File: src/spi_ms_pkg.sv
// ----------------------------------------------------------------------------
// spi_ms_pkg
// shared types and codes for the spi master shift engine
// ----------------------------------------------------------------------------
package spi_ms_pkg;

  localparam int unsigned FRAME_BITS_DEF = 8;

  localparam int unsigned CFG_IDX_W  = 2;
  localparam int unsigned CFG_DATA_W = 3;

  // register indexes on the configuration port
  localparam logic [CFG_IDX_W-1:0] CFG_DIVIDE = 2'd0;
  localparam logic [CFG_IDX_W-1:0] CFG_MODE   = 2'd1;
  localparam logic [CFG_IDX_W-1:0] CFG_ORDER  = 2'd2;

  // request codes
  localparam logic [1:0] REQ_TICK = 2'd0;
  localparam logic [1:0] REQ_LOAD = 2'd1;
  localparam logic [1:0] REQ_READ = 2'd2;

  localparam logic [2:0] DIVIDE_RESET = 3'd2;

  typedef struct packed {
    logic [2:0] divide_log2;
    logic [1:0] mode;
    logic       lsb_first;
  } cfg_t;

  typedef struct packed {
    logic       sck;
    logic       mosi;
    logic       busy;
    logic       done;
    logic [7:0] rx_byte;
  } res_t;

endpackage

File: src/spi_ms_cfg.sv
// ----------------------------------------------------------------------------
// spi_ms_cfg
// configuration registers: clock divide, spi mode and bit order
// ----------------------------------------------------------------------------
module spi_ms_cfg (
  input  logic                              clk_i,
  input  logic                              rst_ni,
  input  logic                              cfg_we_i,
  input  logic [spi_ms_pkg::CFG_IDX_W-1:0]  cfg_idx_i,
  input  logic [spi_ms_pkg::CFG_DATA_W-1:0] cfg_data_i,
  output spi_ms_pkg::cfg_t                  cfg_o
);

  spi_ms_pkg::cfg_t cfg_q, cfg_d;

  always_comb begin
    cfg_d = cfg_q;
    if (cfg_we_i) begin
      case (cfg_idx_i)
        spi_ms_pkg::CFG_DIVIDE: cfg_d.divide_log2 = cfg_data_i;
        spi_ms_pkg::CFG_MODE:   cfg_d.mode        = cfg_data_i[1:0];
        spi_ms_pkg::CFG_ORDER:  cfg_d.lsb_first   = cfg_data_i[0];
        default:                cfg_d             = cfg_q;
      endcase
    end
  end

  always_ff @(posedge clk_i or negedge rst_ni) begin
    if (!rst_ni) begin
      cfg_q.divide_log2 <= spi_ms_pkg::DIVIDE_RESET;
      cfg_q.mode        <= 2'd0;
      cfg_q.lsb_first   <= 1'b0;
    end else begin
      cfg_q <= cfg_d;
    end
  end

  assign cfg_o = cfg_q;

endmodule

File: src/spi_ms_core.sv
// ----------------------------------------------------------------------------
// spi_ms_core
// shift engine state: divider, edge counter, shift register and flags
// ----------------------------------------------------------------------------
module spi_ms_core #(
  parameter int unsigned FRAME_BITS = spi_ms_pkg::FRAME_BITS_DEF
) (
  input  logic             clk_i,
  input  logic             rst_ni,
  input  logic             step_i,
  input  logic [1:0]       req_type_i,
  input  logic [7:0]       tx_byte_i,
  input  logic             miso_i,
  input  spi_ms_pkg::cfg_t cfg_i,
  output spi_ms_pkg::res_t res_o
);

  localparam int unsigned EC_W = $clog2(2 * FRAME_BITS + 1);
  localparam logic [EC_W-1:0] LAST_EDGE = EC_W'(2 * FRAME_BITS);

  logic [FRAME_BITS-1:0] shift_q, shift_d;
  logic [FRAME_BITS-1:0] recv_q, recv_d;
  logic [EC_W-1:0]       edge_q, edge_d;
  logic [6:0]            div_q, div_d;
  logic                  level_q, level_d;
  logic                  busy_q, busy_d;
  logic                  done_q, done_d;
  logic                  latch_q, latch_d;

  logic [2:0]            k;
  logic [6:0]            half;
  logic [6:0]            div_inc;
  logic [EC_W-1:0]       edge_inc;
  logic                  leading;
  logic                  cpha;
  logic                  shift_en;
  logic [FRAME_BITS-1:0] shifted;
  logic [FRAME_BITS+7:0] tx_ext;
  logic [FRAME_BITS+7:0] rx_ext;

  assign cpha     = cfg_i.mode[0];
  assign k        = (cfg_i.divide_log2 == 3'd0) ? 3'd1 : cfg_i.divide_log2;
  assign half     = 7'd1 << (k - 3'd1);
  assign div_inc  = div_q + 7'd1;
  assign edge_inc = edge_q + EC_W'(1);
  assign leading  = edge_inc[0];
  assign tx_ext   = {{FRAME_BITS{1'b0}}, tx_byte_i};

  always_comb begin
    shift_d  = shift_q;
    recv_d   = recv_q;
    edge_d   = edge_q;
    div_d    = div_q;
    level_d  = level_q;
    busy_d   = busy_q;
    done_d   = done_q;
    latch_d  = latch_q;
    shift_en = 1'b0;
    shifted  = shift_q;

    case (req_type_i)
      spi_ms_pkg::REQ_TICK: begin
        if (busy_q) begin
          if (div_inc < half) begin
            div_d = div_inc;
          end else begin
            // serial clock edge
            div_d   = 7'd0;
            level_d = ~level_q;
            edge_d  = edge_inc;
            if (cpha == 1'b0) begin
              if (leading) latch_d = miso_i;
              else shift_en = 1'b1;
            end else begin
              if (leading) shift_en = (edge_inc > EC_W'(1));
              else latch_d = miso_i;
            end
            // cpha 1 takes the last sampled bit in when the frame ends
            if (edge_inc >= LAST_EDGE && cpha) shift_en = 1'b1;

            if (cfg_i.lsb_first) begin
              shifted = {latch_d, shift_q[FRAME_BITS-1:1]};
            end else begin
              shifted = {shift_q[FRAME_BITS-2:0], latch_d};
            end
            if (shift_en) shift_d = shifted;

            if (edge_inc >= LAST_EDGE) begin
              recv_d  = shift_d;
              done_d  = 1'b1;
              busy_d  = 1'b0;
              edge_d  = '0;
              div_d   = 7'd0;
              level_d = 1'b0;
            end
          end
        end
      end
      spi_ms_pkg::REQ_LOAD: begin
        if (!busy_q) begin
          shift_d = tx_ext[FRAME_BITS-1:0];
          busy_d  = 1'b1;
          edge_d  = '0;
          div_d   = 7'd0;
          level_d = 1'b0;
          latch_d = 1'b0;
        end
      end
      spi_ms_pkg::REQ_READ: done_d = 1'b0;
      default: ;
    endcase
  end

  always_ff @(posedge clk_i or negedge rst_ni) begin
    if (!rst_ni) begin
      shift_q <= '0;
      recv_q  <= '0;
      edge_q  <= '0;
      div_q   <= 7'd0;
      level_q <= 1'b0;
      busy_q  <= 1'b0;
      done_q  <= 1'b0;
      latch_q <= 1'b0;
    end else if (step_i) begin
      shift_q <= shift_d;
      recv_q  <= recv_d;
      edge_q  <= edge_d;
      div_q   <= div_d;
      level_q <= level_d;
      busy_q  <= busy_d;
      done_q  <= done_d;
      latch_q <= latch_d;
    end
  end

  // result shows the state after this item
  assign rx_ext        = {8'd0, recv_d};
  assign res_o.sck     = level_d ^ cfg_i.mode[1];
  assign res_o.mosi    = cfg_i.lsb_first ? shift_d[0] : shift_d[FRAME_BITS-1];
  assign res_o.busy    = busy_d;
  assign res_o.done    = done_d;
  assign res_o.rx_byte = rx_ext[7:0];

endmodule

File: src/spi_ms_out_reg.sv
// ----------------------------------------------------------------------------
// spi_ms_out_reg
// result register with valid/ready handshake toward the consumer
// ----------------------------------------------------------------------------
module spi_ms_out_reg (
  input  logic             clk_i,
  input  logic             rst_ni,
  input  logic             load_i,
  input  spi_ms_pkg::res_t res_i,
  input  logic             out_ready_i,
  output logic             out_valid_o,
  output logic             can_load_o,
  output spi_ms_pkg::res_t res_o
);

  logic             valid_q, valid_d;
  spi_ms_pkg::res_t res_q;

  assign can_load_o = !valid_q || out_ready_i;
  assign valid_d    = load_i || (valid_q && !out_ready_i);

  always_ff @(posedge clk_i or negedge rst_ni) begin
    if (!rst_ni) begin
      valid_q <= 1'b0;
    end else begin
      valid_q <= valid_d;
    end
  end

  always_ff @(posedge clk_i) begin
    if (load_i) begin
      res_q <= res_i;
    end
  end

  assign out_valid_o = valid_q;
  assign res_o       = res_q;

endmodule

File: src/spi_master_shifter_unit.sv
// ----------------------------------------------------------------------------
// spi_master_shifter_unit
// spi master shift engine, modes 0 to 3, one base-clock tick per item
// ----------------------------------------------------------------------------
// Each accepted item is one base tick, a load or a read; it gives one result
// holding sck, mosi, busy, done and the last received byte as they stand
// after that item. An item is taken every clock cycle unless a result waits
// unread: the next state and the result are formed in one pass of logic and
// land in the state and result registers at the same edge; a result that
// waits holds no item back if the result register is emptied in that cycle.
// Configuration (divide, mode, bit order) is written at a plain write port;
// the user is to write it while no item or result is in flight (not enforced
// by the block); a change takes effect at once, also in the middle of a byte.
module spi_master_shifter_unit #(
  parameter int unsigned FRAME_BITS = spi_ms_pkg::FRAME_BITS_DEF
) (
  input  logic                              clk_i,
  input  logic                              rst_ni,
  input  logic                              cfg_we_i,
  input  logic [spi_ms_pkg::CFG_IDX_W-1:0]  cfg_idx_i,
  input  logic [spi_ms_pkg::CFG_DATA_W-1:0] cfg_data_i,
  input  logic                              in_valid_i,
  output logic                              in_ready_o,
  input  logic [1:0]                        req_type_i,
  input  logic [7:0]                        tx_byte_i,
  input  logic                              miso_i,
  output logic                              out_valid_o,
  input  logic                              out_ready_i,
  output logic                              sck_o,
  output logic                              mosi_o,
  output logic                              busy_res_o,
  output logic                              done_res_o,
  output logic [7:0]                        rx_byte_o
);

  spi_ms_pkg::cfg_t cfg;
  spi_ms_pkg::res_t res_next;
  spi_ms_pkg::res_t res_out;
  logic             can_load;
  logic             step;

  assign in_ready_o = can_load;
  assign step       = in_valid_i && can_load;

  spi_ms_cfg u_cfg (
    .clk_i      (clk_i),
    .rst_ni     (rst_ni),
    .cfg_we_i   (cfg_we_i),
    .cfg_idx_i  (cfg_idx_i),
    .cfg_data_i (cfg_data_i),
    .cfg_o      (cfg)
  );

  spi_ms_core #(
    .FRAME_BITS (FRAME_BITS)
  ) u_core (
    .clk_i      (clk_i),
    .rst_ni     (rst_ni),
    .step_i     (step),
    .req_type_i (req_type_i),
    .tx_byte_i  (tx_byte_i),
    .miso_i     (miso_i),
    .cfg_i      (cfg),
    .res_o      (res_next)
  );

  spi_ms_out_reg u_out (
    .clk_i       (clk_i),
    .rst_ni      (rst_ni),
    .load_i      (step),
    .res_i       (res_next),
    .out_ready_i (out_ready_i),
    .out_valid_o (out_valid_o),
    .can_load_o  (can_load),
    .res_o       (res_out)
  );

  assign sck_o      = res_out.sck;
  assign mosi_o     = res_out.mosi;
  assign busy_res_o = res_out.busy;
  assign done_res_o = res_out.done;
  assign rx_byte_o  = res_out.rx_byte;

endmodule

File: config.mk
export PLATFORM = sky130hd
export DESIGN_NAME = spi_master_shifter_unit
export DESIGN_NICKNAME = d
export VERILOG_FILES = /design/src/spi_ms_pkg.sv /design/src/spi_ms_cfg.sv /design/src/spi_ms_core.sv /design/src/spi_ms_out_reg.sv /design/src/spi_master_shifter_unit.sv
export SDC_FILE = /design/constraint.sdc
export NUM_CORES = 1
export LEC_CHECK = 0
export BUFFER_PORTS_ARGS = -buffer_cell sky130_fd_sc_hd__buf_4
export CAP_MARGIN = 20
export CORE_MARGIN = 2
export CORE_UTILIZATION = 52
export DETAILED_ROUTE_END_ITERATION = 7
export PLACE_DENSITY = 0.76
export SLEW_MARGIN = 20
export SYNTH_ARGS = -nofsm -noshare
export SYNTH_HDL_FRONTEND = slang
export SYNTH_SLANG_ARGS = --single-unit
File: constraint.sdc
create_clock -name clk_i -period 2.95 [get_ports clk_i]
set_input_delay 0.295 -clock clk_i [delete_from_list [all_inputs] [get_ports clk_i]]
set_output_delay 0.295 -clock clk_i [all_outputs]
set_load 0.01 [all_outputs]
==> impl_metrics.py <==
metrics = {
    "cells_and_area": {
        "seqCellArea_mm2": 0.00134,
        "fillerInstances": 428,
        "post-route-cell-area_mm2": 0.00323,
        "multiInputGateArea_mm2": 0.00134,
        "finalCoreUtilization_pct": 62.9,
        "num_antenna_cells": 0,
        "final_cell_mix": "37 x buf_4, 37 x dfrtp_1, 27 x nand2_1",
        "fin_nets": 326,
        "area_growth_pct": 16.7,
        "drive_above_1_share_pct": 25.3,
    },
    "yosys": {
        "seq_area_frac_synth_pct": 48.3,
        "ys.warnings.count": 0,
        "avgSynthCellArea_um2": 10.6,
        "synth-seq-cells": 51,
        "yosysUniqueCellTypes": 43,
        "syn_nets": 291,
        "synth_area_mm2": 0.00277,
        "syn_inst": 261,
    },
    "cts": {
        "path_clk_slew_ns": 0.10,
        "ctsRootBufferMaster": "clkbuf_8",
        "clock_sinks": 51,
        "cts_tree": "yes",
        "cts_buffer_depth": 2,
        "insertion_delay_ns": 0.32,
        "h-tree-depth": 2,
        "post_cts_buffers": 0,
        "cts_buffers": 5,
    },
    "timing": {
        "setup_viol": 0,
        "setup_ws_ns": 0.120,
        "post-route-period-util_pct": 95.9,
        "slew_headroom_pct": 52.7,
        "maxSlewViolCount": 0,
        "hold_viol": 0,
        "worst_pin_slew_ns": 0.707,
        "finalClockSkew_ns": 0.0188,
        "setup_tns_ns": 0,
        "min_period_ns": 2.83,
        "fmax_mhz": 353,
    },
    "power": {
        "p_total_w": 0.00279,
        "power_frac_clock_pct": 18.0,
        "p_leak_nw": 1.44,
        "p_seq_share_pct": 40.9,
        "p_switching_w": 0.00102,
        "ir_drop_mv": 0.457,
        "p_comb_share_pct": 41.1,
        "p_int_w": 0.00177,
        "swShare_pct": 36.6,
        "p_per_area_mw_per_mm2": 861,
    },
    "floorplanning": {
        "core_mm2": 0.00514,
        "fp.dieW_um": 77.0,
        "pin_count": 35,
        "row_count": 26,
        "initial_utilization_pct": 53.9,
        "die_area_mm2": 0.00593,
        "die-height_um": 77.0,
    },
    "route": {
        "drc": 0,
        "firstDrtPassIters": 4,
        "wl_met1_um": 2550,
        "wire_per_inst_um": 14.7,
        "dr_wl_met2_um": 2540,
        "first_iter_violations": 160,
        "top_layer": "met4",
        "ant_nets": 0,
        "vias_per_cell": 5.44,
        "routed_wl_um": 5400,
        "wl_met3_um": 207,
        "vias": 1995,
    },
    "placed_design": {
        "dp_slack_ns": 0.0901,
        "hpwl_um": 3850,
        "dpl_cell_area_mm2": 0.00309,
        "gp_congestion": 0.842,
        "port_buffers": 34,
    },
    "min_path": {
        "worstHoldPathType": "input pin to register",
    },
    "grt": {
        "grt_usage_pct": 19.9,
        "grt_max_degree": 40,
        "overflow": 0,
        "grt_pass1_wl_um": 9330,
        "grt_pass1_vias": 1915,
        "antenna_found_initial": 0,
    },
    "run_status": {
        "status": "finished clean",
    },
    "critical_path": {
        "cp_max_fo": 4,
        "worst_setup_path_start_kind": "register",
        "arrival_ns": 2.90,
        "endpoint_kind": "register",
        "required_ns": 3.02,
        "crit_type": "register to register",
    },
    "flow_run": {
        "maxCapViolations": 0,
    },
}
-- metal layers --
metal,up-vias,track usage [%]
met5,-,0
met4,0,8.04
met3,8,3.88
met2,37,30.6
met1,946,27.8
li1,1004,-
-- flip-flops by register name (all words and copies together) (netlist names) --
register,cells
u_core.recv_q,8
u_core.level_q,1
u_core.shift_q,8
u_core.div_q,7
u_core.busy_q,1
u_out.out_valid_o,1
u_cfg.cfg_o,6
u_core.latch_q,1
u_core.edge_q,5
u_out.res_o,12
u_core.done_q,1
-- path summary, 6_finish.rpt --
path / start / to / slack, ns / cells past startpoint
max reg2reg: u_core.div_q[1] / u_out.res_o[0] / 0.12 / 9
min reg2reg: u_core.recv_q[3] / u_core.recv_q[3] / 0.50 / 2
min: in_valid_i / u_out.out_valid_o / 0.18 / 2
max: u_core.div_q[1] / u_out.res_o[0] / 0.12 / 9
max in group asynchronous: rst_ni / u_cfg.cfg_o[4] / 2.08 / 2
min in group asynchronous: rst_ni / u_cfg.cfg_o[5] / 0.49 / 2
-- worst max-delay path, cell delays in order (launching register included) --
cell	delay, ns
dfrtp_1	0.41
ha_2	0.22
nand2_1	0.06
nor2_1	0.13
xor2_1	0.22
ha_1	0.29
a2111o_1	0.49
o21ai_2	0.23
or3_1	0.18
mux2_2	0.35
-- cells by family after synthesis --
group           count (synthesis)  share of synthesized area, %
buf+inv                        22                          3.93
fa+ha+maj                       9                          4.06
simple gates                   78                          14.2
flops                          51                          48.3
compound gates                 61                          14.3
mux                            30                          12.1
xor+xnor                       10                          3.16
-- cells in the mapped netlist --
cell type	n	area share, %
a2111o_1	1	0.41
a21oi_1	9	1.6
a21oi_2	2	0.63
a22o_1	7	2.2
a2bb2oi_1	6	1.9
a311o_1	1	0.36
a31oi_1	1	0.23
and2_1	1	0.23
and3_1	1	0.23
buf_1	1	0.14
buf_2	6	1.1
buf_4	1	0.27
buf_6	2	0.81
clkbuf_1	1	0.14
dfrtp_1	38	34
dfstp_2	1	0.95
edfxtp_1	12	13
ha_1	9	4.1
inv_1	11	1.5
mux2_1	2	0.81
mux2_2	14	5.7
mux2_4	3	1.6
mux2i_1	11	4.0
nand2_1	27	3.7
nand2_2	1	0.23
nand2b_1	7	1.6
nand3_1	9	1.6
nand3b_1	6	1.6
nor2_1	13	1.8
nor2b_1	2	0.45
nor3_1	1	0.18
nor3b_1	3	0.81
o211ai_1	3	0.81
o21a_1	1	0.27
o21ai_0	7	1.3
o21ai_1	18	3.3
o21ai_2	2	0.63
o22ai_1	3	0.68
or3_1	4	0.90
or3b_1	1	0.32
or3b_2	2	0.63
xnor2_1	7	2.2
xor2_1	3	0.95
-- final cells by class --
class | count | share of cell area [%]
clock buffer | 5 | 2.13
clock inverter | 3 | 1.43
inverter | 11 | 1.28
multi-input combinational | 188 | 41.5
sequential | 51 | 41.4
tap | 70 | 2.71
timing repair buffer | 39 | 9.52
-- power by group through the flow --
stage	logic [W]	clock network, W	registers, W
after detailed placement	0.00112	0	0.00115
after global placement	0.00109	0	0.00114
after floorplan	0.000864	0	0.00110
after CTS	0.00113	0.000508	0.00113
after global routing	0.00128	0.000541	0.00117
final	0.00115	0.000501	0.00114
-- metrics by stage --
stage | hold WS, ns | cells
3_5_place_dp | 0.306 | 358
5_1_grt | 0.187 | 367
6_report | 0.181 | 367
4_1_cts | 0.180 | 367
2_1_floorplan | -0.000591 | 261
3_3_place_gp | 0.305 | 358
-- timing repair --
action,in CTS,in global routing
resized for setup,0,5
setup endpoints to repair,0,18
hold endpoints to repair,38,0
hold buffers,1,0
No activity file was read; power rests on OpenSTA's default activity.
